`src/sv/gbn_pkg.sv`:
```
`timescale 1ns / 1ps
// shared constants, codes, command/status types and sequence helpers for the go-back-n sender
package gbn_pkg;

  localparam int SEQ_SPACE        = 8;
  localparam int SEQ_W            = $clog2(SEQ_SPACE);
  localparam int PAY_W            = 64;
  localparam int PAYLOAD_BITS_DEF = 64;
  localparam int WIN_W            = 3;
  localparam int MODE_W           = 2;
  localparam int EV_W             = 3;
  localparam int TCMD_W           = 2;

  localparam logic [WIN_W-1:0] WIN_RESET = 3'd4;

  // input modes
  localparam logic [MODE_W-1:0] MODE_SEND = 2'd0;
  localparam logic [MODE_W-1:0] MODE_ACK  = 2'd1;
  localparam logic [MODE_W-1:0] MODE_TMO  = 2'd2;

  // result events
  localparam logic [EV_W-1:0] EV_SENT    = 3'd0;
  localparam logic [EV_W-1:0] EV_REFUSED = 3'd1;
  localparam logic [EV_W-1:0] EV_ACK_OK  = 3'd2;
  localparam logic [EV_W-1:0] EV_ACK_IGN = 3'd3;
  localparam logic [EV_W-1:0] EV_RETX    = 3'd4;

  // retransmit timer commands
  localparam logic [TCMD_W-1:0] TMR_NONE    = 2'd0;
  localparam logic [TCMD_W-1:0] TMR_START   = 2'd1;
  localparam logic [TCMD_W-1:0] TMR_STOP    = 2'd2;
  localparam logic [TCMD_W-1:0] TMR_RESTART = 2'd3;

  // controller to datapath
  typedef struct packed {
    logic accept;      // input word taken this cycle
    logic start_walk;  // timeout with packets outstanding: set up resend walk
    logic rd_en;       // read store at walk index
    logic emit_walk;   // load resent packet into output register
  } gbn_cmd_t;

  // datapath to controller
  typedef struct packed {
    logic empty;       // nothing outstanding
    logic full;        // window full
    logic walk_last;   // current walk entry is the final one
    logic out_free;    // output register can take a word this cycle
  } gbn_sts_t;

  function automatic logic [SEQ_W-1:0] seq_inc(input logic [SEQ_W-1:0] s);
    seq_inc = (32'(s) == SEQ_SPACE - 1) ? '0 : s + SEQ_W'(1);
  endfunction

  // (a - b) mod SEQ_SPACE
  function automatic logic [SEQ_W-1:0] seq_dist(input logic [SEQ_W-1:0] a,
                                                input logic [SEQ_W-1:0] b);
    logic [SEQ_W:0] sum;
    sum = {1'b0, a} + (SEQ_W+1)'(SEQ_SPACE) - {1'b0, b};
    if (32'(sum) >= SEQ_SPACE) begin
      sum = sum - (SEQ_W+1)'(SEQ_SPACE);
    end
    seq_dist = SEQ_W'(sum);
  endfunction

endpackage

```
`src/sv/gbn_ifs.sv`:
```
`timescale 1ns / 1ps
// valid/ready channel interfaces for sender input words and result words
interface gbn_in_if;
  logic                         valid;
  logic                         ready;
  logic [gbn_pkg::MODE_W-1:0]   mode;
  logic [gbn_pkg::PAY_W-1:0]    payload;
  logic [gbn_pkg::SEQ_W-1:0]    ack_num;
  logic                         ack_checksum_ok;

  modport source (output valid, mode, payload, ack_num, ack_checksum_ok, input ready);
  modport sink   (input valid, mode, payload, ack_num, ack_checksum_ok, output ready);
endinterface

interface gbn_out_if;
  logic                         valid;
  logic                         ready;
  logic [gbn_pkg::EV_W-1:0]     event_res;
  logic [gbn_pkg::SEQ_W-1:0]    seq_num;
  logic [gbn_pkg::PAY_W-1:0]    packet_payload;
  logic                         packet_valid;
  logic [gbn_pkg::TCMD_W-1:0]   timer_cmd;
  logic                         window_full;
  logic                         last;

  modport source (output valid, event_res, seq_num, packet_payload, packet_valid,
                  timer_cmd, window_full, last, input ready);
  modport sink   (input valid, event_res, seq_num, packet_payload, packet_valid,
                  timer_cmd, window_full, last, output ready);
endinterface

```
`src/sv/gbn_ram.sv`:
```
`timescale 1ns / 1ps
// generic single-write, single-read ram with registered read data
module gbn_ram #(
  parameter int WIDTH = 64,
  parameter int DEPTH = 8
) (
  input  logic                     clk,
  input  logic                     we,
  input  logic [$clog2(DEPTH)-1:0] waddr,
  input  logic [WIDTH-1:0]         wdata,
  input  logic                     re,
  input  logic [$clog2(DEPTH)-1:0] raddr,
  output logic [WIDTH-1:0]         rdata
);

  logic [WIDTH-1:0] mem [DEPTH];
  logic [WIDTH-1:0] rdata_r;

  always_ff @(posedge clk) begin
    if (we) begin
      mem[waddr] <= wdata;
    end
    if (re) begin
      rdata_r <= mem[raddr];
    end
  end

  assign rdata = rdata_r;

endmodule

```
`src/sv/gbn_ctrl.sv`:
```
`timescale 1ns / 1ps
// sender controller: input handshake and timeout resend sequencing
module gbn_ctrl (
  input  logic                       clk,
  input  logic                       rst_n,
  input  logic                       in_valid,
  input  logic [gbn_pkg::MODE_W-1:0] in_mode,
  output logic                       in_ready,
  input  gbn_pkg::gbn_sts_t          sts,
  output gbn_pkg::gbn_cmd_t          cmd
);

  localparam logic [1:0] ST_IDLE = 2'd0;
  localparam logic [1:0] ST_READ = 2'd1;
  localparam logic [1:0] ST_EMIT = 2'd2;

  logic [1:0] state_r, state_nxt;
  logic       accept;

  assign in_ready = (state_r == ST_IDLE) && sts.out_free;
  assign accept   = in_valid && in_ready;

  always_comb begin
    state_nxt      = state_r;
    cmd            = '0;
    cmd.accept     = accept;
    unique case (state_r)
      ST_IDLE: begin
        if (accept && in_mode == gbn_pkg::MODE_TMO && !sts.empty) begin
          cmd.start_walk = 1'b1;
          state_nxt      = ST_READ;
        end
      end
      ST_READ: begin
        cmd.rd_en = 1'b1;
        state_nxt = ST_EMIT;
      end
      ST_EMIT: begin
        if (sts.out_free) begin
          cmd.emit_walk = 1'b1;
          state_nxt     = sts.walk_last ? ST_IDLE : ST_READ;
        end
      end
      default: begin
        state_nxt = ST_IDLE;
      end
    endcase
  end

  always_ff @(posedge clk) begin
    if (!rst_n) begin
      state_r <= ST_IDLE;
    end else begin
      state_r <= state_nxt;
    end
  end

endmodule

```
`src/sv/gbn_dp.sv`:
```
`timescale 1ns / 1ps
// sender datapath: window registers, payload store, resend walk and output register
module gbn_dp #(
  parameter int PAYLOAD_BITS = gbn_pkg::PAYLOAD_BITS_DEF
) (
  input  logic                       clk,
  input  logic                       rst_n,
  input  logic                       cfg_we,
  input  logic [gbn_pkg::WIN_W-1:0]  cfg_wdata,
  input  logic [gbn_pkg::MODE_W-1:0] in_mode,
  input  logic [gbn_pkg::PAY_W-1:0]  in_payload,
  input  logic [gbn_pkg::SEQ_W-1:0]  in_ack_num,
  input  logic                       in_ack_checksum_ok,
  input  logic                       out_ready,
  input  gbn_pkg::gbn_cmd_t          cmd,
  output gbn_pkg::gbn_sts_t          sts,
  output logic                       out_valid,
  output logic [gbn_pkg::EV_W-1:0]   out_event_res,
  output logic [gbn_pkg::SEQ_W-1:0]  out_seq_num,
  output logic [gbn_pkg::PAY_W-1:0]  out_packet_payload,
  output logic                       out_packet_valid,
  output logic [gbn_pkg::TCMD_W-1:0] out_timer_cmd,
  output logic                       out_window_full,
  output logic                       out_last
);

  localparam int SW = gbn_pkg::SEQ_W;
  localparam int PW = gbn_pkg::PAY_W;

  logic [gbn_pkg::WIN_W-1:0] ws_r, ws_nxt;
  logic [SW-1:0]             base_r, base_nxt;
  logic [SW-1:0]             next_r, next_nxt;
  logic [SW-1:0]             idx_r, idx_nxt;
  logic [SW-1:0]             cnt_r, cnt_nxt;
  logic                      first_r, first_nxt;
  logic                      out_valid_r, out_valid_nxt;

  logic [gbn_pkg::EV_W-1:0]   ev_r, ev_nxt;
  logic [SW-1:0]              seq_r, seq_nxt;
  logic [PW-1:0]              pay_r, pay_nxt;
  logic                       pv_r, pv_nxt;
  logic [gbn_pkg::TCMD_W-1:0] tcmd_r, tcmd_nxt;
  logic                       wf_r, wf_nxt;
  logic                       last_r, last_nxt;

  logic [SW-1:0]           eff;
  logic [SW-1:0]           outst;
  logic                    full;
  logic                    empty;
  logic [SW-1:0]           next_inc;
  logic [SW-1:0]           ack_d;
  logic [SW-1:0]           base_ack;
  logic                    ack_ok;
  logic [PAYLOAD_BITS-1:0] store_wdata;
  logic [PAYLOAD_BITS-1:0] store_rdata;
  logic                    store_we;

  logic                       d_load;
  logic [gbn_pkg::EV_W-1:0]   d_ev;
  logic [SW-1:0]              d_seq;
  logic [PW-1:0]              d_pay;
  logic                       d_pv;
  logic [gbn_pkg::TCMD_W-1:0] d_tcmd;
  logic                       d_full;

  // effective window: zero counts as one, capped below the sequence space
  always_comb begin
    if (ws_r == '0) begin
      eff = SW'(1);
    end else if (32'(ws_r) > gbn_pkg::SEQ_SPACE - 1) begin
      eff = SW'(gbn_pkg::SEQ_SPACE - 1);
    end else begin
      eff = SW'(ws_r);
    end
  end

  assign outst       = gbn_pkg::seq_dist(next_r, base_r);
  assign full        = outst >= eff;
  assign empty       = (outst == '0);
  assign next_inc    = gbn_pkg::seq_inc(next_r);
  assign ack_d       = gbn_pkg::seq_dist(in_ack_num, base_r);
  assign base_ack    = gbn_pkg::seq_inc(in_ack_num);
  assign ack_ok      = in_ack_checksum_ok && (32'(in_ack_num) < gbn_pkg::SEQ_SPACE) &&
                       (ack_d < outst);
  assign store_wdata = in_payload[PAYLOAD_BITS-1:0];
  assign store_we    = cmd.accept && (in_mode == gbn_pkg::MODE_SEND) && !full;

  gbn_ram #(
    .WIDTH (PAYLOAD_BITS),
    .DEPTH (gbn_pkg::SEQ_SPACE)
  ) u_store (
    .clk   (clk),
    .we    (store_we),
    .waddr (next_r),
    .wdata (store_wdata),
    .re    (cmd.rd_en),
    .raddr (idx_r),
    .rdata (store_rdata)
  );

  // single-result outcome of the accepted word
  always_comb begin
    d_load = 1'b0;
    d_ev   = gbn_pkg::EV_SENT;
    d_seq  = '0;
    d_pay  = '0;
    d_pv   = 1'b0;
    d_tcmd = gbn_pkg::TMR_NONE;
    d_full = full;
    unique case (in_mode)
      gbn_pkg::MODE_SEND: begin
        d_load = 1'b1;
        if (full) begin
          d_ev = gbn_pkg::EV_REFUSED;
        end else begin
          d_seq  = next_r;
          d_pay  = PW'(store_wdata);
          d_pv   = 1'b1;
          d_tcmd = empty ? gbn_pkg::TMR_START : gbn_pkg::TMR_NONE;
          d_full = gbn_pkg::seq_dist(next_inc, base_r) >= eff;
        end
      end
      gbn_pkg::MODE_ACK: begin
        d_load = 1'b1;
        if (ack_ok) begin
          d_ev   = gbn_pkg::EV_ACK_OK;
          d_tcmd = (base_ack == next_r) ? gbn_pkg::TMR_STOP : gbn_pkg::TMR_RESTART;
          d_full = gbn_pkg::seq_dist(next_r, base_ack) >= eff;
        end else begin
          d_ev = gbn_pkg::EV_ACK_IGN;
        end
      end
      gbn_pkg::MODE_TMO: begin
        d_load = empty;
        d_ev   = gbn_pkg::EV_RETX;
        d_tcmd = gbn_pkg::TMR_RESTART;
      end
      default: begin
        d_load = 1'b0;
      end
    endcase
  end

  always_comb begin
    ws_nxt        = ws_r;
    base_nxt      = base_r;
    next_nxt      = next_r;
    idx_nxt       = idx_r;
    cnt_nxt       = cnt_r;
    first_nxt     = first_r;
    out_valid_nxt = out_valid_r;
    ev_nxt        = ev_r;
    seq_nxt       = seq_r;
    pay_nxt       = pay_r;
    pv_nxt        = pv_r;
    tcmd_nxt      = tcmd_r;
    wf_nxt        = wf_r;
    last_nxt      = last_r;

    if (cfg_we) begin
      ws_nxt = cfg_wdata;
    end
    if (store_we) begin
      next_nxt = next_inc;
    end
    if (cmd.accept && in_mode == gbn_pkg::MODE_ACK && ack_ok) begin
      base_nxt = base_ack;
    end

    if (cmd.start_walk) begin
      idx_nxt   = base_r;
      cnt_nxt   = outst;
      first_nxt = 1'b1;
    end else if (cmd.emit_walk) begin
      idx_nxt   = gbn_pkg::seq_inc(idx_r);
      cnt_nxt   = cnt_r - SW'(1);
      first_nxt = 1'b0;
    end

    priority if (cmd.accept && d_load) begin
      out_valid_nxt = 1'b1;
      ev_nxt        = d_ev;
      seq_nxt       = d_seq;
      pay_nxt       = d_pay;
      pv_nxt        = d_pv;
      tcmd_nxt      = d_tcmd;
      wf_nxt        = d_full;
      last_nxt      = 1'b1;
    end else if (cmd.emit_walk) begin
      out_valid_nxt = 1'b1;
      ev_nxt        = gbn_pkg::EV_RETX;
      seq_nxt       = idx_r;
      pay_nxt       = PW'(store_rdata);
      pv_nxt        = 1'b1;
      tcmd_nxt      = first_r ? gbn_pkg::TMR_RESTART : gbn_pkg::TMR_NONE;
      wf_nxt        = full;
      last_nxt      = (cnt_r == SW'(1));
    end else if (out_ready) begin
      out_valid_nxt = 1'b0;
    end else begin
      out_valid_nxt = out_valid_r;
    end
  end

  always_ff @(posedge clk) begin
    if (!rst_n) begin
      ws_r        <= gbn_pkg::WIN_RESET;
      base_r      <= '0;
      next_r      <= '0;
      cnt_r       <= '0;
      first_r     <= 1'b0;
      out_valid_r <= 1'b0;
    end else begin
      ws_r        <= ws_nxt;
      base_r      <= base_nxt;
      next_r      <= next_nxt;
      cnt_r       <= cnt_nxt;
      first_r     <= first_nxt;
      out_valid_r <= out_valid_nxt;
    end
  end

  always_ff @(posedge clk) begin
    idx_r  <= idx_nxt;
    ev_r   <= ev_nxt;
    seq_r  <= seq_nxt;
    pay_r  <= pay_nxt;
    pv_r   <= pv_nxt;
    tcmd_r <= tcmd_nxt;
    wf_r   <= wf_nxt;
    last_r <= last_nxt;
  end

  assign sts.empty     = empty;
  assign sts.full      = full;
  assign sts.walk_last = (cnt_r == SW'(1));
  assign sts.out_free  = !out_valid_r || out_ready;

  assign out_valid          = out_valid_r;
  assign out_event_res      = ev_r;
  assign out_seq_num        = seq_r;
  assign out_packet_payload = pay_r;
  assign out_packet_valid   = pv_r;
  assign out_timer_cmd      = tcmd_r;
  assign out_window_full    = wf_r;
  assign out_last           = last_r;

endmodule

```
`src/sv/go_back_n_sender_window.sv`:
```
`timescale 1ns / 1ps
// top level of the go-back-n sender window
//
// go-back-n sender. each input word is a send request, an ack or a timer expiry; each result
// word reports what happened, carries a packet to transmit when there is one, and gives the
// command for the external retransmit timer. after a send, an ack, an unused mode or a
// timeout with nothing outstanding, the block takes the next word in the following cycle as
// long as the result register is free or being drained. for a timeout with n packets
// outstanding, the block then does per packet, oldest first, a registered read of the
// payload store and a load of the result register, which waits until that register is free.
// the user must write the window register through cfg_we/cfg_wdata only while the block is
// idle; the block does not enforce it. zero acts as a window of one. the payload store has
// no reset and is only read at outstanding sequence numbers, which have always been written.
module go_back_n_sender_window #(
  parameter int PAYLOAD_BITS = gbn_pkg::PAYLOAD_BITS_DEF
) (
  input  logic                      clk,
  input  logic                      rst_n,
  input  logic                      cfg_we,
  input  logic [gbn_pkg::WIN_W-1:0] cfg_wdata,
  gbn_in_if.sink                    in_ch,
  gbn_out_if.source                 out_ch
);

  gbn_pkg::gbn_cmd_t cmd;   // controller commands to the datapath
  gbn_pkg::gbn_sts_t sts;   // datapath status back to the controller
  logic              in_ready;

  // controller: handshake and resend sequencing
  gbn_ctrl u_ctrl (
    .clk      (clk),
    .rst_n    (rst_n),
    .in_valid (in_ch.valid),
    .in_mode  (in_ch.mode),
    .in_ready (in_ready),
    .sts      (sts),
    .cmd      (cmd)
  );

  assign in_ch.ready = in_ready;

  // datapath: window state, payload store and result register
  gbn_dp #(
    .PAYLOAD_BITS (PAYLOAD_BITS)
  ) u_dp (
    .clk                (clk),
    .rst_n              (rst_n),
    .cfg_we             (cfg_we),
    .cfg_wdata          (cfg_wdata),
    .in_mode            (in_ch.mode),
    .in_payload         (in_ch.payload),
    .in_ack_num         (in_ch.ack_num),
    .in_ack_checksum_ok (in_ch.ack_checksum_ok),
    .out_ready          (out_ch.ready),
    .cmd                (cmd),
    .sts                (sts),
    .out_valid          (out_ch.valid),
    .out_event_res      (out_ch.event_res),
    .out_seq_num        (out_ch.seq_num),
    .out_packet_payload (out_ch.packet_payload),
    .out_packet_valid   (out_ch.packet_valid),
    .out_timer_cmd      (out_ch.timer_cmd),
    .out_window_full    (out_ch.window_full),
    .out_last           (out_ch.last)
  );

  // no new word is taken right after a resend walk starts
  a_walk_blocks_input: assert property (@(posedge clk) disable iff (!rst_n)
    cmd.start_walk |=> !in_ch.ready)
    else $error("input accepted while resend walk in progress");

  // only a resend walk produces a word that is not the last of its input
  a_multi_only_retx: assert property (@(posedge clk) disable iff (!rst_n)
    (out_ch.valid && !out_ch.last) |-> (out_ch.event_res == gbn_pkg::EV_RETX))
    else $error("non-final result word on a non-resend event");

  // a packet travels only with a send or a resend
  a_packet_event: assert property (@(posedge clk) disable iff (!rst_n)
    (out_ch.valid && out_ch.packet_valid) |->
      (out_ch.event_res == gbn_pkg::EV_SENT || out_ch.event_res == gbn_pkg::EV_RETX))
    else $error("packet carried on a non-packet event");

  // an empty window is never full
  a_empty_not_full: assert property (@(posedge clk) disable iff (!rst_n)
    sts.empty |-> !sts.full)
    else $error("window full with nothing outstanding");

endmodule

```
`src/flat_wrapper.sv`:
```
// flat-port wrapper written by rule: the top's interface ports become plain ports
module go_back_n_sender_window_flat 
#(
  parameter int PAYLOAD_BITS = gbn_pkg::PAYLOAD_BITS_DEF
)
  (clk, rst_n, cfg_we, cfg_wdata, in_ch_valid, in_ch_mode, in_ch_payload, in_ch_ack_num, in_ch_ack_checksum_ok, in_ch_ready, out_ch_valid, out_ch_event_res, out_ch_seq_num, out_ch_packet_payload, out_ch_packet_valid, out_ch_timer_cmd, out_ch_window_full, out_ch_last, out_ch_ready);
  gbn_in_if in_ch_i ();
  gbn_out_if out_ch_i ();
  input  logic clk;
  input  logic rst_n;
  input  logic cfg_we;
  input  logic [gbn_pkg::WIN_W-1:0] cfg_wdata;
  input wire logic [$bits(in_ch_i.valid)-1:0] in_ch_valid;
  input wire logic [$bits(in_ch_i.mode)-1:0] in_ch_mode;
  input wire logic [$bits(in_ch_i.payload)-1:0] in_ch_payload;
  input wire logic [$bits(in_ch_i.ack_num)-1:0] in_ch_ack_num;
  input wire logic [$bits(in_ch_i.ack_checksum_ok)-1:0] in_ch_ack_checksum_ok;
  output wire logic [$bits(in_ch_i.ready)-1:0] in_ch_ready;
  output wire logic [$bits(out_ch_i.valid)-1:0] out_ch_valid;
  output wire logic [$bits(out_ch_i.event_res)-1:0] out_ch_event_res;
  output wire logic [$bits(out_ch_i.seq_num)-1:0] out_ch_seq_num;
  output wire logic [$bits(out_ch_i.packet_payload)-1:0] out_ch_packet_payload;
  output wire logic [$bits(out_ch_i.packet_valid)-1:0] out_ch_packet_valid;
  output wire logic [$bits(out_ch_i.timer_cmd)-1:0] out_ch_timer_cmd;
  output wire logic [$bits(out_ch_i.window_full)-1:0] out_ch_window_full;
  output wire logic [$bits(out_ch_i.last)-1:0] out_ch_last;
  input wire logic [$bits(out_ch_i.ready)-1:0] out_ch_ready;
  assign in_ch_i.valid = in_ch_valid;
  assign in_ch_i.mode = in_ch_mode;
  assign in_ch_i.payload = in_ch_payload;
  assign in_ch_i.ack_num = in_ch_ack_num;
  assign in_ch_i.ack_checksum_ok = in_ch_ack_checksum_ok;
  assign in_ch_ready = in_ch_i.ready;
  assign out_ch_valid = out_ch_i.valid;
  assign out_ch_event_res = out_ch_i.event_res;
  assign out_ch_seq_num = out_ch_i.seq_num;
  assign out_ch_packet_payload = out_ch_i.packet_payload;
  assign out_ch_packet_valid = out_ch_i.packet_valid;
  assign out_ch_timer_cmd = out_ch_i.timer_cmd;
  assign out_ch_window_full = out_ch_i.window_full;
  assign out_ch_last = out_ch_i.last;
  assign out_ch_i.ready = out_ch_ready;
  go_back_n_sender_window #(.PAYLOAD_BITS(PAYLOAD_BITS)) u_core (.clk(clk), .rst_n(rst_n), .cfg_we(cfg_we), .cfg_wdata(cfg_wdata), .in_ch(in_ch_i), .out_ch(out_ch_i));
endmodule
```
`config.mk`:
```
export PLATFORM = sky130hd
export DESIGN_NAME = go_back_n_sender_window_flat
export DESIGN_NICKNAME = d
export VERILOG_FILES = /design/src/sv/gbn_pkg.sv /design/src/sv/gbn_ifs.sv /design/src/sv/gbn_ram.sv /design/src/sv/gbn_ctrl.sv /design/src/sv/gbn_dp.sv /design/src/sv/go_back_n_sender_window.sv /design/src/flat_wrapper.sv
export SDC_FILE = /design/constraint.sdc
export NUM_CORES = 1
export LEC_CHECK = 0
export ABC_CLOCK_PERIOD_IN_PS = 17200
export BUFFER_PORTS_ARGS = -buffer_cell sky130_fd_sc_hd__buf_4
export CAP_MARGIN = 30
export CORE_MARGIN = 10
export CORE_UTILIZATION = 65
export DETAILED_ROUTE_END_ITERATION = 10
export GPL_TIMING_DRIVEN = 0
export PLACE_DENSITY = 0.94
export SLEW_MARGIN = 20
export SYNTH_ARGS = -nofsm -noshare
export SYNTH_HDL_FRONTEND = slang
export SYNTH_SLANG_ARGS = --single-unit
export TNS_END_PERCENT = 30
```
`constraint.sdc`:
```
create_clock -name clk -period 17.2 [get_ports clk]
set_input_delay 2.58 -clock clk [delete_from_list [all_inputs] [get_ports clk]]
set_output_delay 2.58 -clock clk [all_outputs]
set_load 0.005 [all_outputs]
```
Yosys cells after proc, flatten, opt, wreduce, memory -nomap -nowiden
Memory sizes are Yosys's and may differ from the RTL's. A register that Yosys moved wholly into a read port is not among the register bits.
Cells that the tools add are included.

cells by class
  add/sub/neg operators = 15
  multipliers = 0
  div/mod/pow operators = 0
  magnitude comparators = 8
  equal/unequal tests = 11
  shift-type cells = 0
  multiplexer cells = 63
  bitwise gates (word level) = 0
  reduce and logical (&&, ||, !) cells = 23

operators by type and width
  kind                                                      number
  two-way mux 64 bit                                        4
  two-way mux 3 bit                                         22
  two-way mux 1 bit                                         26
  greater-or-equal comparator 4 bit, second input constant  4
  subtractor 4 x 3 -> 4 bit                                 4
  subtractor 3 x 1 -> 3 bit, second input constant          5
  adder 3 x 4 -> 4 bit, second input constant               3
  two-way mux 2 bit                                         6
  case mux 2 bit (3 select lines)                           2
  logical AND 1 bit                                         10
  adder 3 x 1 -> 3 bit, second input constant               3
  equality test 3 bit, second input constant                3
  greater-or-equal comparator 3 bit                         3
  case mux 3 bit (3 select lines)                           1
  logical NOT 3 bit                                         2
  equality test 2 x 1 -> 1 bit, second input constant       2
  equality test 2 bit, second input constant                2
  logical NOT 2 bit                                         2
  case mux 1 bit (2 select lines)                           2
  nonzero test 2 bit                                        2
  equality test 3 x 1 -> 1 bit, second input constant       1
  equality test 3 bit                                       1
  logical NOT 1 bit                                         3
  less-than comparator 3 bit                                1
  other kinds (6)                                           6

word-level totals
  flip-flop bits (word level) = 94
  latch bits = 0
  bits in writable memories = 512
  bits in read-only memories = 0
  input bits = 78
  word-level logic and storage cells = 136
  memories kept = 1

memories
  memory                   words  bits a word  read ports  clocked after Yosys merged registers in  wr ports  RTL line       source
  u_core.u_dp.u_store.mem  8      64           1           1                                        1         gbn_ram.sv:16  logic [WIDTH-1:0] mem [DEPTH];

Depth between registers and ports, before layout
Gate-level depths: netlist (run 1).

  word-level depth = 12
  gate-level depth with buffers = 13

By module
Synthesis (run 1) repeated with hierarchy kept, for this count alone.

second synthesis, totals
  cells, all modules = 1,147
  area total of the unflattened synthesis = 25,724.7 sq um

by module, submodules not included
  module    times used  cells each  area each (sq um)  sequential area each (sq um)
  gbn_ram   1           816         21,187.8           17,296.6
  gbn_dp    1           315         4,396.7            2,612.5
  gbn_ctrl  1           16          140.1              40.0

Worst setup path before layout (run 1)
No wires, ideal clock.

  path type = input port to flip-flop
  from = in in_ch_valid
  to = mem u_core.u_dp.u_store.mem[1][0], enable pin
  setup time = 522 ps
  arrival = 7,513 ps
  data required time = 16,678 ps
  path slack = 9,165 ps
  stages = 6
  path through = or3b_1 -> nor3_4 -> inv_2 -> a2111oi_4 -> buf_2 -> nor4b_2

on the way
  cells in the longest elaborated chain, start to end = 5

RTL lines
  element                                  RTL line            source
  start, declared                          flat_wrapper.sv:13  input wire logic [$bits(in_ch_i.valid)-1:0] in_ch_valid;
  logical AND 1 bit                        gbn_ctrl.sv:21      assign accept = in_valid && in_ready;
  logical AND 1 bit (2 in a row)           gbn_dp.sv:86        assign store_we = cmd.accept && (in_mode == gbn_pkg::MODE_SEND) && !full;
  two-way mux 1 bit                        gbn_ram.sv:20       if (we) begin
  two-way mux 1 bit (not written as such)  gbn_ram.sv:21       mem[waddr] <= wdata;
  end, declared                            gbn_ram.sv:16

No other way between the ends.

Worst setup path in the final report (run 1)
  from = in in_ch_valid
  to = mem u_core.u_dp.u_store.mem[1][29], enable pin

The elaborated chain is that of the path after synthesis.

==> reports/results.txt, run 1 <==
Outcome = finished clean
Clk_skew = 0.0288 ns
Placed Area = 27900 um2
Fillers = 1847
Critical path arrival = 6.32 ns
Share of cells above drive strength 1 = 33.5%
# clock sinks = 670
CTS tree = yes
Io pins = 155
Synth cell types = 55
Worst skew pair latency = 0.62 ns
Synth Instances = 1148
Fmax = 0.166 GHz
Initial antenna violation count = 3
Crit start category = input pin
H-tree Lvls = 2
Max Slew Vio Count = 0
Cell area after layout = 29800 um2
Largest net degree at the start of global routing = 45
EDFF count, synth = 653
Worst hold path class = reg -> reg
Total power per unit cell area = 110 nW/um2
Root Buffer = clkbuf_16
Vias in the first global route = 13.6k
Data required time of the worst path = 17.50 ns
Drt first pass iters = 5
Crit path cell chain = buf_4, or3b_1, nor3_4, inv_2, a2111oi_4, buf_2, nor4b_4, buf_4, buf_6, buf_6
Maxcap violations = 0
Power, Total = 3270 uW
Crit path max-delay cell type = a2111oi_4
RePlAce Congestion = 0.881
Clk buf depth = 3
Post-layout min period = 6.01 ns
Register area share after synthesis = 77.9%
Crit-path max FO = 11
WL final = 60300 um
Final Hold Fails = 0
Worst hold margin = 0.500 ns
Initial Util = 66.0%
Relative slew slack = 31.2%
Post-CTS sizing = 0
Ys flop type = edfxtp_1
Final ANT Viol Nets = 0
Tot GR Track Use = 25.4%
Mapped Nets = 1254
Input/output buffers = 154
Total CTS buffers = 61
Post-CTS setup buffer count = 0
WL per Instance = 30.8 um
RSZ-0062 raised after global routing = false
Fin crit share = 35.0%
Syn. warnings = 0
Via-per-instance ratio = 6.81
First-pass GRT wire length = 89200 um
Fin nets = 1499
Synthesized cell area = 25600 um2
Yosys reg bits = 670
Asr flop ratio synth = 0%
Layout area overhead = 16.4%
Num rows = 72
Final setup TNS = 0 ns
Clk slew on worst S/H paths = 0.07 ns
Detailed-route via count = 13.3k
Max reg flops = 512
Leakage Power = 0.0100 uW
Remaining DRCs = 0
Mapped Avg Cell Area = 22.3 um2
Reg with most FFs = u_core.u_dp.u_store.mem
Worst-Margin Slew = 1.03 ns
Initial DRC Count = 1552
CP peak stage delay = 0.95 ns
Setup CP Type = in -> reg
DPL Wire Length = 35300 um
Die area = 47800 um2
Die X = 219 um
Die height = 219 um
CP Capture Type = flip-flop
Worst IR Drop VDD = 0.0870 mV
Core area = 38800 um2
Final Setup Violations = 0
Overflow after GRT = 0
Hold-fix buffers at CTS = 0
==> where the power goes <==
part	internal (uW)	switching (uW)	total [uW]
Sequential	1820	8.68	1820
Clock	735	568	1300
Combinational	61.1	85.2	146
==> cell families after synthesis <==
logic type / share of synthesized area, %
flip-flops: 77.9
multiplexers: 14.3
AO/OA/AOI/OAI: 3.39
buffers and inverters: 1.17
AND/OR/NAND/NOR: 1.41
adder cells (fa/ha/maj): 1.48
XOR/XNOR: 0.342
==> critical path: cells and delay by family <==
family                 cells  cell delay [ns]
AOI/OAI and AO/OA          1             0.95
buffers and inverters      6             1.44
and+or+nand+nor            3             1.33
==> path summary, 6_finish.rpt <==
kind	start	to	slack [ns]	depth (start not counted)
setup / recovery	in_ch_valid	u_core.u_dp.u_store.mem[1][29]$_DFFE_PP_	11.19	10
hold / removal	u_core.u_dp.cnt_r[1]$_SDFFE_PN0P_	u_core.u_dp.cnt_r[1]$_SDFFE_PN0P_	0.50	2
hold reg to reg	u_core.u_dp.cnt_r[1]$_SDFFE_PN0P_	u_core.u_dp.cnt_r[1]$_SDFFE_PN0P_	0.50	2
setup reg to reg	u_core.u_dp.next_r[0]$_SDFFE_PN0P_	u_core.u_dp.u_store.mem[1][29]$_DFFE_PP_	12.05	12
==> Yosys cell counts (all sizes together), types with 7 or more instances <==
cell type / count / share of area (%)
edfxtp: 653 / 77
ha: 24 / 1.2
nand2: 16 / 0.23
mux2: 66 / 2.9
mux4: 128 / 11
buf: 25 / 0.44
inv: 19 / 0.28
nand3: 9 / 0.18
dfxtp: 17 / 1.3
a22o: 67 / 2.3
clkbuf: 30 / 0.44
nor2b: 7 / 0.17
nor2: 9 / 0.13
==> stage by stage <==
stage	worst slack, ns	cells	utilization [%]
global placement	5.49	1820	70.6
global route	11.07	1952	76.8
detailed placement	10.76	1841	71.8
finish	11.19	1954	76.8
floorplan	9.17	1148	-
CTS	11.30	1945	76.6
==> cells in the final DEF, fill, tap and decap left out, types with 3 or more instances in the layout <==
cell / netlist / final
clkinv_1: 1 / 9
a21oi_1: 6 / 6
nand2b_1: 3 / 3
clkbuf_16: 0 / 61
clkinv_2: 0 / 5
buf_1: 12 / 11
mux2i_1: 5 / 5
xor2_1: 4 / 4
nand2_1: 16 / 15
nor2_1: 9 / 9
nor2b_1: 7 / 6
clkbuf_1: 30 / 50
o211a_1: 3 / 3
edfxtp_1: 653 / 653
a22o_1: 67 / 67
buf_6: 0 / 12
buf_2: 12 / 12
ha_1: 24 / 24
inv_1: 18 / 18
mux2_2: 66 / 66
xnor2_1: 6 / 6
o21ai_0: 6 / 6
bufinv_16: 0 / 5
nand3_1: 9 / 9
buf_16: 0 / 7
dfxtp_1: 17 / 17
buf_4: 1 / 156
clkbuf_8: 0 / 3
mux4_2: 128 / 128
fa_1: 4 / 4
buf_12: 0 / 7
==> layout make-up <==
cell class | instances | area, um2 | area share (%)
clock inverter | 20 | 221 | 0.742
clock buffer | 84 | 1640 | 5.51
tap | 518 | 648 | 2.17
timing repair buffer | 182 | 1650 | 5.52
antenna | 2 | 5.00 | 0.0168
buffer | 55 | 226 | 0.759
sequential | 670 | 19900 | 66.9
inverter | 20 | 75.1 | 0.252
multi-input combinational | 403 | 5420 | 18.2
==> routing by layer <==
layer | vias up | routed length [um] | GRT usage (%)
li1 | 5300 | - | -
met4 | 2 | 1990 | 9.47
met1 | 6815 | 21600 | 33.0
met2 | 1007 | 30100 | 41.6
met5 | - | 14 | 0
met3 | 173 | 6510 | 5.97
No activity file was read; power rests on OpenSTA's default activity.
==> run 2: changes to the inputs <==
--- a/config.mk
+++ b/config.mk
@@ -5,14 +5,14 @@
 export SDC_FILE = /design/constraint.sdc
 export NUM_CORES = 1
 export LEC_CHECK = 0
-export ABC_CLOCK_PERIOD_IN_PS = 17200
+export ABC_CLOCK_PERIOD_IN_PS = 5010
 export BUFFER_PORTS_ARGS = -buffer_cell sky130_fd_sc_hd__buf_4
 export CAP_MARGIN = 30
 export CORE_MARGIN = 10
-export CORE_UTILIZATION = 65
+export CORE_UTILIZATION = 54
 export DETAILED_ROUTE_END_ITERATION = 10
 export GPL_TIMING_DRIVEN = 0
-export PLACE_DENSITY = 0.94
+export PLACE_DENSITY = 0.85
 export SLEW_MARGIN = 20
 export SYNTH_ARGS = -nofsm -noshare
 export SYNTH_HDL_FRONTEND = slang
==> constraint.sdc (replaced) <==
create_clock -name clk -period 5.01 [get_ports clk]
set_input_delay 0.7515 -clock clk [delete_from_list [all_inputs] [get_ports clk]]
set_output_delay 0.7515 -clock clk [all_outputs]
set_load 0.005 [all_outputs]
==> run 2 against run 1 <==
  * First-iteration DRC count fell by 21%
  * Clock-buffer cell count increased by 4
  * Largest power group unchanged
  * Sequential cell count is the same
  * Design area rose by 0.96%
  * Largest cell class unchanged
  * Critical path type is now reg -> reg
  * Sequential share of layout area down 0.64 points
==> reports/results.txt, run 2 (synthesized netlist as in run 1, its figures left out) <==
Outcome = finished clean
Final Hold Fails = 0 (unchanged)
Tot GR Track Use = 20.3% (-5.1 points)
Clock Power Share = 41.4% (+1.6 points)
Share of cells above drive strength 1 = 34.1% (+0.53 points)
Worst hold margin = 0.372 ns (-0.127 ns)
Via-per-instance ratio = 6.23 (-8.4%)
Die X = 238 um (+8.8%)
Num rows = 79 (+9.7%)
Data required time of the worst path = 5.29 ns (-12.21 ns)
Worst setup margin = 0.547 ns (-10.64 ns)
Clk buf depth = 3 (unchanged)
Final ANT Viol Nets = 0 (unchanged)
Overflow after GRT = 0 (unchanged)
Io pins = 155 (unchanged)
Max Slew Vio Count = 0 (unchanged)
Commonest non-fill, non-tap cell in the layout = edfxtp_1
Relative slew slack = 41.2% (+10 points)
Top Usage Layer GRT = met2
Sw power = 2330 uW (+250%)
DP Worst Slack = 0.0881 ns (-10.67 ns)
Core area = 46800 um2 (+20%)
First-pass GRT wire length = 86300 um (-3.2%)
Post-CTS sizing = 0 (unchanged)
P_int = 9190 uW (+250%)
Worst hold path class = in -> reg
DPL Wire Length = 33900 um (-4.0%)
Die height = 238 um (+8.8%)
RePlAce Congestion = 0.833 (-5.5%)
Die area = 56600 um2 (+18%)
Met3 Usage GRT = 4.40% (-1.6 points)
Fin crit share = 89.1%
Worst IR Drop VDD = 0.280 mV (+220%)
Total power per unit cell area = 382 nW/um2 (+250%)
Layout area overhead = 17.6%
Detailed-route via count = 12.8k (-3.5%)
Combinational power share = 4.3% (-0.2 points)
Worst-Margin Slew = 0.881 ns (-0.150 ns)
Met2 Usage GRT = 32.6% (-9.0 points)
Vias in the first global route = 13.3k (-2.1%)
Post-layout min period = 4.46 ns
CTS tree = yes
Sw frac = 20.2% (+0.042 points)
Maxcap violations = 0 (unchanged)
Worst skew pair latency = 0.59 ns (-0.03 ns)
Root Buffer = clkbuf_16
Reg with most FFs = u_core.u_dp.u_store.mem
Remaining DRCs = 0 (unchanged)
Fillers = 2939 (+59%)
Leakage Power = 0.0101 uW (+0.98%)
WL final = 57500 um (-4.6%)
Crit-path max FO = 10 (-1)
CP Capture Type = flip-flop
# clock sinks = 670 (unchanged)
Input/output buffers = 154 (unchanged)
Placed insts = 1930 (+4.8%)
Drt first pass iters = 5 (unchanged)
RSZ-0062 raised after global routing = false
Clk_skew = 0.0256 ns (-0.00324 ns)
Initial Util = 54.8% (-11 points)
WL per Instance = 27.9 um (-9.4%)
Cell Count, Final, Fillers Out = 2059 (+5.4%)
Final Setup Violations = 0 (unchanged)
Clk slew on worst S/H paths = 0.06 ns (about the same)
Largest net degree at the start of global routing = 49 (+8.9%)
Total CTS buffers = 66 (+8.2%)
Crit start category = flip-flop
Critical path arrival = 4.74 ns (-1.58 ns)
Commonest cells after routing, fill and taps aside = edfxtp_1 (653), buf_4 (161), mux4_2 (128)
Fmax = 0.224 GHz
Fin nets = 1507 (+0.53%)
Max reg flops = 512 (unchanged)
Seq pwr share = 54.3% (-1.4 points)
Setup CP Type = reg -> reg
Power, Total = 11500 uW (+250%)
H-tree Lvls = 3 (+1)
GR Layer Usage met1 = 27.3% (-5.7 points)
Initial DRC Count = 1233 (-21%)
Initial antenna violation count = 5 (+2)
[run 2: power by group through the flow]
stage	Clock (uW)	Sequential [uW]	Combinational [uW]
6_report	4770	6260	495
5_1_grt	5040	6270	535
4_1_cts	4820	6260	493
3_5_place_dp	0	6380	486
3_3_place_gp	0	6390	456
2_1_floorplan	0	6390	198
[run 2: critical path: stages (launching register included)]
cell	delay [ns]
dfxtp_1	0.43
inv_1	0.25
ha_1	0.19
inv_1	0.05
fa_1	0.37
xor2_1	0.16
xnor2_1	0.26
ha_1	0.35
a2111oi_4	0.53
buf_2	0.33
nor4b_4	0.64
buf_6	0.25
buf_6	0.18
buf_8	0.17
[run 2: cell type report]
class / instances / area [um2] / share of cell area, %
Sequential cell: 670 / 19900 / 66.2
Multi-Input combinational cell: 403 / 5420 / 18.0
Clock buffer: 88 / 1840 / 6.11
Timing Repair Buffer: 185 / 1620 / 5.39
Tap cell: 607 / 759 / 2.52
Clock inverter: 29 / 225 / 0.748
Buffer: 55 / 225 / 0.748
Inverter: 20 / 75.1 / 0.249
Antenna cell: 2 / 5.00 / 0.0166
[run 2: worst paths after layout]
check                           slack, ns  depth (start not counted)                               start                                        to
worst max register to register       0.55                         13  u_core.u_dp.next_r[0]$_SDFFE_PN0P_  u_core.u_dp.u_store.mem[1][31]$_DFFE_PP_
worst min register to register       0.48                          2   u_core.u_dp.cnt_r[1]$_SDFFE_PN0P_         u_core.u_dp.cnt_r[1]$_SDFFE_PN0P_
worst min-delay path                 0.37                          3                        cfg_wdata[2]          u_core.u_dp.ws_r[2]$_SDFFE_PN1P_
worst max-delay path                 0.55                         13  u_core.u_dp.next_r[0]$_SDFFE_PN0P_  u_core.u_dp.u_store.mem[1][31]$_DFFE_PP_
[run 2: timing repair]
item	CTS	global route
buffers inserted	0	3
setup endpoints to repair	0	27
hold buffers	0	0
[run 2: through the flow]
| stage | setup TNS (ns) | instance area (um2) | utilization [%] |
|---|---|---|---|
| finish | 0 | 30100 | 64.4 |
| global route | 0 | 30100 | 64.4 |
| CTS | 0 | 30000 | 64.2 |
| detailed placement | 0 | 28000 | 59.8 |
| global placement | -949.34 | 27500 | 58.9 |
| floorplan | 0 | 25600 | - |
[run 2: routing by layer]
layer	vias up	share of wire, %
li1	5333	-
met1	6701	40
met2	690	49
met3	100	8.5
met4	6	2.6
met5	-	0.075
